File: src/hdl/wpj_pkg.sv
package wpj_pkg;

	localparam int SCREEN_WIDTH  = 640;
	localparam int SCREEN_HEIGHT = 480;

	localparam int QW    = 21;
	localparam int DW    = 64;
	localparam int RW    = 24;
	localparam int NPRE  = 5;
	localparam int NST   = NPRE + QW + 1;

	localparam logic signed [RW-1:0] HALF_X  = RW'(SCREEN_WIDTH * 8);
	localparam logic signed [RW-1:0] HALF_Y  = RW'(SCREEN_HEIGHT * 8);
	localparam logic signed [RW-1:0] OUT_MAX = RW'(524287);
	localparam logic signed [RW-1:0] OUT_MIN = -RW'(524288);

	localparam logic [2:0] CFG_ORIGIN_X = 3'd0;
	localparam logic [2:0] CFG_ORIGIN_Y = 3'd1;
	localparam logic [2:0] CFG_ORIGIN_Z = 3'd2;
	localparam logic [2:0] CFG_FORWARD  = 3'd3;
	localparam logic [2:0] CFG_RIGHT    = 3'd4;
	localparam logic [2:0] CFG_UP       = 3'd5;
	localparam logic [2:0] CFG_FOCAL_X  = 3'd6;
	localparam logic [2:0] CFG_FOCAL_Y  = 3'd7;

	typedef struct packed {
		logic [DW-1:0] rem;
		logic [DW-1:0] dsh;
		logic [QW-1:0] quo;
		logic          neg;
		logic          sat;
	} div_lane_t;

endpackage

File: src/hdl/wpj_div_cell.sv
module wpj_div_cell (
	input  logic               clk,
	input  logic               en,
	input  wpj_pkg::div_lane_t d,
	output wpj_pkg::div_lane_t q
);
	import wpj_pkg::*;

	logic          take;
	logic [DW-1:0] diff;

	assign take = d.rem >= d.dsh;
	assign diff = d.rem - d.dsh;

	always_ff @(posedge clk) begin
		if (en) begin
			q.rem <= take ? diff : d.rem;
			q.dsh <= d.dsh >> 1;
			q.quo <= {d.quo[QW-2:0], take};
			q.neg <= d.neg;
			q.sat <= d.sat;
		end
	end
endmodule
File: config.mk
export PLATFORM = sky130hd
export DESIGN_NAME = wpj_div_cell
export DESIGN_NICKNAME = d
export VERILOG_FILES = /design/src/hdl/wpj_pkg.sv /design/src/hdl/wpj_div_cell.sv
export SDC_FILE = /design/constraint.sdc
export NUM_CORES = 1
export LEC_CHECK = 0
export BUFFER_PORTS_ARGS = -buffer_cell sky130_fd_sc_hd__clkbuf_2
export CORE_MARGIN = 2
export CORE_UTILIZATION = 45
export CTS_BUF_LIST = sky130_fd_sc_hd__clkbuf_4 sky130_fd_sc_hd__clkbuf_8
export CTS_CLUSTER_SIZE = 20
export DETAILED_ROUTE_END_ITERATION = 10
export PLACE_DENSITY = 0.72
export SYNTH_ARGS = -nofsm -noshare
export SYNTH_HDL_FRONTEND = slang
export SYNTH_SLANG_ARGS = --single-unit
File: constraint.sdc
create_clock -name clk -period 3.7 [get_ports clk]
set_clock_uncertainty 0.2 [all_clocks]
set_input_delay 0 -clock clk [delete_from_list [all_inputs] [get_ports clk]]
set_output_delay 0 -clock clk [all_outputs]
set_load 0.005 [all_outputs]
# After elaboration in Yosys (flattened, before gate mapping)
# Index checks and enable logic that the tools add are counted.
# classes
muxes	1
order_cmp	1
addsub	1
# op_table
cell	count
64-bit greater-or-equal comparator	1
64-bit two-way mux	1
64-bit subtractor	1
# word_totals
regBits	150
word_cells	8
inputBits	153
out_inout_bits	151

# Depth between registers and ports, before layout
# Gate-level depths: netlist (run 1).
# depth
depth_word	2
mapped_depth	17

# Worst setup path after synthesis (run 1)
# No wires, ideal clock.
# synth_path
path_kind	input port to flip-flop
start	in d[87] in the netlist's numbering
end	reg q[101] in the netlist's numbering (data pin)
setup_ns	0.260
arrival_time_ns	2.452
required_time_ns	3.240
cell_stages	15
slack_ns	0.788
cell_sequence	inv_1 ha_1 fa_1 nor2b_1 o2111ai_1 nand3_1 a32o_2 nor3_2 o211ai_1 a211oi_2 or2_1 buf_4 inv_2 buf_4 mux2_2
# synth_between
elab_chain_len	2
word_cells_on_any_way	3
cone_classes	add/sub: 1; order compare: 1; mux: 1
# synth_rtl
element	line_no	source
start: declaration	wpj_div_cell.sv:4	input wpj_pkg::div_lane_t d,
64-bit subtractor / 64-bit greater-or-equal comparator (equally long branches)	wpj_div_cell.sv:13, wpj_div_cell.sv:12	
64-bit two-way mux (*)	wpj_div_cell.sv:17	q.rem <= take ? diff : d.rem;
end: declaration	wpj_div_cell.sv:5	output wpj_pkg::div_lane_t q
# Mark *: on every way between the ends. The rest lies on a longest branch, timed or not.
# A chain may end at the register's enable or synchronous reset.

# Worst setup path in the final report (run 1)
# layout_path
start	in d[23] in the netlist's numbering
end	reg q[111] in the netlist's numbering (data pin)
# Same word-level chain as after synthesis.

==> results of run 1 <==
routing by layer:
layer / wire length [um] / share of wire, % / GRT usage, % / up-vias
met1: 12000 / 43 / 32.1 / 4144
met4: 633 / 2.3 / 7.86 / 0
met5: 0 / 0 / 0 / -
li1: - / - / - / 4284
met2: 13500 / 49 / 42.2 / 298
met3: 1550 / 5.6 / 4.50 / 51
synth_stat cells, types with 18 or more instances:
library cell  instances  area (um^2)
a21oi_2              30          263
o21ai_0              41          205
nand4_1              18          113
a21o_1               32          240
inv_1                84          315
a21oi_1              98          490
ha_1                 64          801
xnor2_1              32          280
nand2_1              57          214
xor2_1               23          201
nor2_1               84          315
edfxtp_1            150         4500
power by group:
| part | internal, uW | switching [uW] |
|---|---|---|
| logic | 669 | 805 |
| clock network | 562 | 744 |
| registers | 2090 | 51.9 |
| total | 3320 | 1600 |
layout make-up:
type                       count  share of cell area [%]
sequential                   150                    34.1
multi-input combinational    654                    33.8
timing repair buffer         467                    24.0
tap                          275                    2.61
inverter                      85                    2.44
clock buffer                  17                    1.77
clock inverter                15                    1.18
path summary, 6_finish.rpt:
kind / startpoint / end / cells past startpoint
setup / recovery: d[23] / q[111]$_DFFE_PP_ / 15
hold / removal: d[11] / q[12]$_DFFE_PP_ / 2
timing repair:
item	in CTS	in global routing
hold endpoints to repair	217	0
resized for setup	0	2
endpoints found under the setup margin	0	2
buffers inserted	0	2
hold buffers	151	0
cells by family after synthesis:
| family | count (synthesis) |
|---|---|
| mux | 14 |
| compound gates | 281 |
| simple gates | 238 |
| buf+inv | 123 |
| xor+xnor | 55 |
| flops | 150 |
| other cells | 1 |
| fa+ha+maj | 65 |
through the flow:
step / utilization (%) / instance area, um^2
floorplan: - / 9510
global placement: 54.0 / 11300
detailed placement: 54.0 / 11300
CTS: 63.1 / 13200
global route: 63.2 / 13200
finish: 63.2 / 13200
==> results.toml, run 1 <==
[run_status]
status = "finished clean"

[sta]
whs_ns = 0.0397
setup-tns-final_ns = 0
setup_ws_ns = 0.180
slew_violations = 0
hold_violations = 0
setup_viol = 0
period_needed_ns = 3.52
period_share_pct = 95.1
fmax_mhz = 284
rsz0062_at_grt = "no"
tightestPinTransition_ns = 0.646
relSlewSlack_pct = 56.4

[cells_and_area]
largest_reg_flops = 150
syn_to_final_growth_pct = 38.8
nets = 1593
regMostFlops = "q"
diodes = 0
stdcell_count = 1663
final_cell_mix = "clkbuf_2 (300), dlygate4sd3_1 (151), edfxtp_1 (150)"
drive_above_1_share_pct = 29.4
multi_input_area_mm2 = 0.00447
n_fill_cell = 1724
final-seq-area_mm2 = 0.00450
final_common_cell = "clkbuf_2"
top_regs = "q (150)"

[clock_network]
cts_tree = "built"
clk_pin_slew_ns = 0.10
cts_root_buf = "clkbuf_8"
numCtsBuffers = 17
clockBufferDepth = 2
cts_num_sinks = 150
cts_max_level = 4

[detailed_routing]
via_count = 8777
ant_nets = 0
wirelength_mm = 27.7
viasPerCell = 5.28
drc = 0
dr.pass1.iters = 6
drtIter0Drc = 441
wl_per_cell_um = 16.6

[yosys]
synthAdderAreaFrac_pct = 8.63
synthesis.area_mm2 = 0.00951
synth_cell_types = 74
avgSynthCellArea_um2 = 10.3
async_flop_share_pct = 0
synth.area.mux_share_pct = 1.64
ys_ff_latch = 150
synth_top_family_by_area = "compound AO/OA/AOI/OAI gates"
synthXorXnorAreaFrac_pct = 5.07
synth-edff-count = 150
synth_compound_area_share_pct = 19.5
yosysWarnings = 0
synth-simple-area-share_pct = 12.0
seq_area_frac_synth_pct = 47.4
synthCells = 927
ys.flop_type = "edfxtp_1"
syn_nets = 1145

[hold_path]
hp-class = "input pin to register"

[run]
maxCapViolCount = 0

[setup_path]
critPathMaxStageDelay_ns = 0.54
arrival_ns = 3.54
crit_type = "input pin to register"
cp.required_ns = 3.72
cp-end-kind = "register"
startpoint_type = "input pin"
cp_max_fo = 48
crit_chain = "dlygate4sd3_1 > clkbuf_2 > ha_1 > fa_1 > nor2b_1 > o2111ai_1 > nand3_1 > a32o_2 > nor3_2 > o211ai_1 > a211oi_2 > or2_1 > inv_4 > buf_12 > mux2_2"
critPathBufInv = 4
crit_family = "buffers and inverters"
cp_slowest_cell = "dlygate4sd3_1"

[placement]
dpl.hpwl_mm = 19.7
io_buffers = 301
gp_congestion = 0.894
pre_cts_slack_ns = 0.273
placedCellCount = 1478

[die]
dieArea_mm2 = 0.0223
core-area_mm2 = 0.0209
die_h_um = 149
ioPinCount = 304
rows = 53
die_w_um = 149
initial_core_util_pct = 45.5

[power_and_ir_drop]
peakVddDrop_uv = 231
power_density_mw_per_mm2 = 373
leakage_uw = 0.00592
finalPower_uw = 4920

[global_route]
globalRouteOverflowTotal = 0
grt_first_pass_wirelength_mm = 44.0
first_global_vias = 8798
grtUsageTotal_pct = 24.8
antenna_found_initial = 0
grt_start_max_net_pins = 83
Note: power is estimated with default switching activity, not from simulation.
==> run 2, diff against run 1 <==
RECOVER_POWER = 100   (was default)
==> run 2 against run 1 <==
Maximum frequency down 0.13%. The flow now finishes with violations (capacitance limit, slew limit). Combinational power is 3% lower. Sequential share of layout area rose by 0.60 points. Largest cell class unchanged. Sequential power barely moved. Final cell count stayed put. Largest power group unchanged. Via count up 0.17%. Flip-flop and latch count stayed put. First-iteration DRC count grew 3.2%. Critical path depth shrank 1.
==> results.toml, run 2 (synthesized netlist as in run 1, its figures left out) <==
[sta]
fmax_mhz = 284
whs_ns = 0.0374
hold_violations = 0
period_share_pct = 95.3
relSlewSlack_pct = -15.9
setup_viol = 0
slew_violations = 70
period_needed_ns = 3.53
tightestPinTransition_ns = 1.74

[detailed_routing]
wl_per_cell_um = 16.7
viasPerCell = 5.29
drtIter0Drc = 455
via_count = 8792
ant_nets = 0
dr.pass1.iters = 5
drc = 0
wirelength_mm = 27.8

[setup_path]
startpoint_type = "input pin"
crit_type = "input pin to register"
cp.required_ns = 3.72
cp-end-kind = "register"
cp_max_fo = 5
arrival_ns = 3.54
startpoint = "d[27]"

[power_and_ir_drop]
pwr-share-seq_pct = 43.9
power_density_mw_per_mm2 = 376
peakVddDrop_uv = 231
internal_power_uw = 3280
power_frac_comb_pct = 29.4
finalPower_uw = 4880
clkPwrFrac_pct = 26.8
power_switching_share_pct = 32.8
leakage_uw = 0.00543
power.net_switching_uw = 1600

[cells_and_area]
finish.utilization_pct = 62.1
regMostFlops = "q"
drive_above_1_share_pct = 17.7
final-seq-area_mm2 = 0.00450
final_common_cell = "clkbuf_1"
diodes = 0
multi_input_area_mm2 = 0.00446
final_cell_mix = "clkbuf_1 (159), dlygate4sd3_1 (151), edfxtp_1 (150)"
nets = 1593
n_fill_cell = 1820
syn_to_final_growth_pct = 36.4
top_regs = "q (150)"
largest_reg_flops = 150
stdcell_count = 1663

[die]
initial_core_util_pct = 45.5
die_w_um = 149
ioPinCount = 304
dieArea_mm2 = 0.0223
die_h_um = 149
rows = 53
core-area_mm2 = 0.0209

[placement]
placedCellCount = 1478
gp_congestion = 0.894
io_buffers = 301
dpl.hpwl_mm = 19.7

[clock_network]
cts_num_sinks = 150
clk_pin_slew_ns = 0.10
clockBufferDepth = 2
cts_max_level = 4
cts_root_buf = "clkbuf_8"
cts_tree = "built"
numCtsBuffers = 17

[hold_path]
min_to = "q[12]$_DFFE_PP_"
hold_depth = 2
hp-start = "d[11]"
hp-class = "input pin to register"

[global_route]
first_global_vias = 8798
grt_first_pass_wirelength_mm = 44.0
globalRouteOverflowTotal = 0
grt_start_max_net_pins = 83
antenna_found_initial = 0
grtUsageTotal_pct = 24.8

[run_status]
status = "complete, but fails checks"
failed_checks = "capacitance limit, slew limit"

[run]
maxCapViolCount = 1
==> run 2: cell types whose count changed in the layout (fill, tap and decap cells not counted), sizes merged <==
cell,previous run,this run
buf,16,15
clkbuf,317,318
==> run 2: per-layer routing <==
layer  GRT usage, %  up-vias  wire, um
met4           7.86        0       636
met5              0        -         0
met1           32.1     4146     12000
met2           42.2      318     13500
li1               -     4276         -
met3           4.50       52      1620
==> run 2: power groups by stage <==
stage | clock [uW] | combinational [uW] | sequential (uW)
final | 1310 | 1430 | 2140
after global routing | 1400 | 1580 | 2160
after CTS | 1330 | 1450 | 2140
after detailed placement | 0 | 1310 | 2170
after global placement | 0 | 1300 | 2170
after floorplan | 0 | 788 | 2200
==> run 2: cell type report <==
type / count / area share, %
timing repair buffer: 467 / 22.8
tap: 275 / 2.65
sequential: 150 / 34.7
clock inverter: 15 / 1.21
clock buffer: 17 / 1.80
inverter: 85 / 2.48
multi-input combinational: 654 / 34.4
==> run 2: how the worst max path moves through the flow <==
stage | cells past startpoint | end
after floorplan | 15 | q[101]$_DFFE_PP_
after global placement | 15 | q[111]$_DFFE_PP_
after detailed placement | 14 | q[101]$_DFFE_PP_
after CTS | 15 | q[111]$_DFFE_PP_
after global routing | 16 | q[145]$_DFFE_PP_
final | 14 | q[148]$_DFFE_PP_
==> run 2: worst max-delay path, stage by stage <==
cell and delay, ns:
dlygate4sd3_1 0.52, clkbuf_1 0.16, inv_1 0.07, ha_1 0.37
a21o_1 0.20, a31o_2 0.22, o211ai_1 0.27, nand2_1 0.17
a31oi_1 0.38, o2111ai_1 0.26, a21oi_1 0.32, o41ai_2 0.13
xnor2_1 0.15, mux2_1 0.30
==> run 2: stage by stage <==
| stage | setup slack [ns] | setup TNS, ns | cell area (um^2) |
|---|---|---|---|
| finish | 0.175 | 0 | 13000 |
| global route | -0.00814 | -0.00814 | 13000 |
| detailed placement | 0.273 | 0 | 11300 |
| CTS | 0.211 | 0 | 13200 |
| global placement | 0.302 | 0 | 11300 |
| floorplan | 0.788 | 0 | 9510 |
==> run 2: timing repair <==
action,CTS,global route
endpoints found under the hold margin,217,0
buffers inserted,0,2
resized for setup,0,2
hold buffers,151,0
endpoints found under the setup margin,0,2
==> run 3, diff against run 2 <==
==> constraint.sdc (replaced) <==
create_clock -name clk -period 3.7 [get_ports clk]
set_clock_uncertainty 0.2 [all_clocks]
set_input_delay 0.555 -clock clk [delete_from_list [all_inputs] [get_ports clk]]
set_output_delay 0.555 -clock clk [all_outputs]
set_load 0.005 [all_outputs]
==> run 3 against run 2 <==
The flow still finishes with violations (capacitance limit, slew limit). Sequential share of layout area grew 2.1 points. Via count shrank 4.5%. Critical endpoint is now q[129]$_DFFE_PP_. Critical path depth grew 1. Maximum frequency grew 2.1%. Worst hold slack gained 0.012 ns. Largest power group unchanged. First-iteration DRC count grew 19%. Design area shrank 5.6%.
==> results.toml, run 3 (synthesized netlist as in run 1, its figures left out) <==
[run_status]
status = "complete, but fails checks"
failed_checks = "capacitance limit, slew limit"

[clock_network]
clk_pin_slew_ns = 0.10
clockBufferDepth = 2
cts_root_buf = "clkbuf_8"
cts_resized = 0
cts_num_sinks = 150
cts_tree = "built"
cts_max_level = 4
numCtsBuffers = 17
cts_hold_buffers = 0
post_cts_buffers = 0

[die]
rows = 53
die_h_um = 149
ioPinCount = 304
die_w_um = 149
initial_core_util_pct = 45.5
dieArea_mm2 = 0.0223
core-area_mm2 = 0.0209

[cells_and_area]
top_regs = "q (150)"
multi_input_area_mm2 = 0.00446
largest_reg_flops = 150
n_fill_cell = 1905
syn_to_final_growth_pct = 28.8
stdcell_count = 1617
drive_above_1_share_pct = 27.3
diodes = 0
final_cell_mix = "clkbuf_2 (169), edfxtp_1 (150), clkbuf_1 (142)"
finish.utilization_pct = 58.6
final_common_cell = "clkbuf_2"
final-seq-area_mm2 = 0.00450
regMostFlops = "q"
nets = 1547

[power_and_ir_drop]
finalPower_uw = 4800
power.net_switching_uw = 1570
peakVddDrop_uv = 199
power_frac_comb_pct = 30.2
internal_power_uw = 3230
power_switching_share_pct = 32.7
power_density_mw_per_mm2 = 392
pwr-share-seq_pct = 44.5
leakage_uw = 0.00534
clkPwrFrac_pct = 25.3

[placement]
io_buffers = 301
dpl.hpwl_mm = 20.7
gp_congestion = 0.904
placedCellCount = 1585

[setup_path]
worst_path_most_repeated_cell = "clkbuf_2"
cp-end-kind = "register"
critPathMaxStageDelay_ns = 0.38
crit_chain = "clkbuf_2 > inv_1 > ha_1 > nor2b_1 > o2111ai_1 > nand2_1 > a22oi_1 > a21oi_1 > clkbuf_1 > clkbuf_2 > a211oi_1 > o21ai_0 > nand4_1 > mux2i_1 > a31oi_1"
startpoint_type = "input pin"
worstSetupEndpoint = "q[129]$_DFFE_PP_"
cp_max_fo = 3
arrival_ns = 3.45
cp_slowest_cell = "a211oi_1"
crit_type = "input pin to register"
cp.required_ns = 3.70
startpoint = "d[25]"

[global_route]
grtUsageTotal_pct = 22.8
grt_start_max_net_pins = 71
grt_first_pass_wirelength_mm = 40.6
antenna_found_initial = 0
first_global_vias = 8248
globalRouteOverflowTotal = 0

[run]
maxCapViolCount = 1

[sta]
tightestPinTransition_ns = 2.10
setup-tns-final_ns = 0
period_needed_ns = 3.45
slew_violations = 39
fmax_mhz = 290
hold_violations = 0
setup_viol = 0
period_share_pct = 93.3
relSlewSlack_pct = -40.0
rsz0062_at_grt = "no"

[detailed_routing]
wl_per_cell_um = 15.9
wirelength_mm = 25.7
viasPerCell = 5.19
drtIter0Drc = 541
ant_nets = 0
dr.pass1.iters = 5
drc = 0
via_count = 8394

[hold_path]
hp-class = "input pin to register"
## run 3: cell types whose count changed in the layout (fill, tap and decap cells not counted), sizes merged
cell / previous run / this run
inv: 95 / 94
clkbuf: 318 / 332
clkinv: 2 / 3
buf: 15 / 106
clkinvlp: 2 / 3
bufinv: 1 / 0
dlygate4sd3: 151 / 0
## run 3: power by group through the flow
stage          sequential (uW)  clock (uW)  combinational (uW)
5_1_grt                   2150        1310                1600
4_1_cts                   2130        1240                1500
3_3_place_gp              2170           0                1470
6_report                  2130        1220                1450
2_1_floorplan             2200           0                 788
3_5_place_dp              2170           0                1490
## run 3: worst max-delay path: cells and delay by family
family / cells / cell delay (ns)
buf+inv: 4 / 0.44
simple gates: 3 / 0.45
compound gates: 6 / 1.46
mux: 1 / 0.25
fa+ha+maj: 1 / 0.29
## run 3: stage by stage
step                      hold WS (ns)  setup WS (ns)  area (um^2)
after floorplan                  0.454          0.233         9510
after global placement           0.532         -0.135        12100
after detailed placement         0.534         -0.161        12100
after CTS                       0.0264          0.279        12500
after global routing            0.0254         0.0266        12200
final                           0.0497          0.247        12200
## run 3: per-layer routing
metal	vias up	part of all wire (%)	track usage (%)
met4	0	1.1	5.19
met3	20	6.8	4.74
met2	309	48	38.1
met5	-	0	0
met1	3866	44	30.6
li1	4199	-	-
## run 3: worst min-delay path by stage
stage / cells past startpoint / slack, ns / startpoint / to
global route: 1 / 0.03 / d[19] / q[20]$_DFFE_PP_
finish: 1 / 0.05 / d[15] / q[16]$_DFFE_PP_
global placement: 1 / 0.53 / d[18] / q[19]$_DFFE_PP_
detailed placement: 1 / 0.53 / d[5] / q[6]$_DFFE_PP_
floorplan: 0 / 0.45 / d[0] / q[0]$_DFFE_PP_
CTS: 1 / 0.03 / d[11] / q[12]$_DFFE_PP_
## run 3: area by class of cell
class,instances,share of cell area (%)
flip-flops and latches,150,36.8
multi-input cells,654,36.4
repair buffers,421,18.4
well taps,275,2.81
inverters,85,2.63
clock buffers,17,1.91
clock inverters,15,1.11
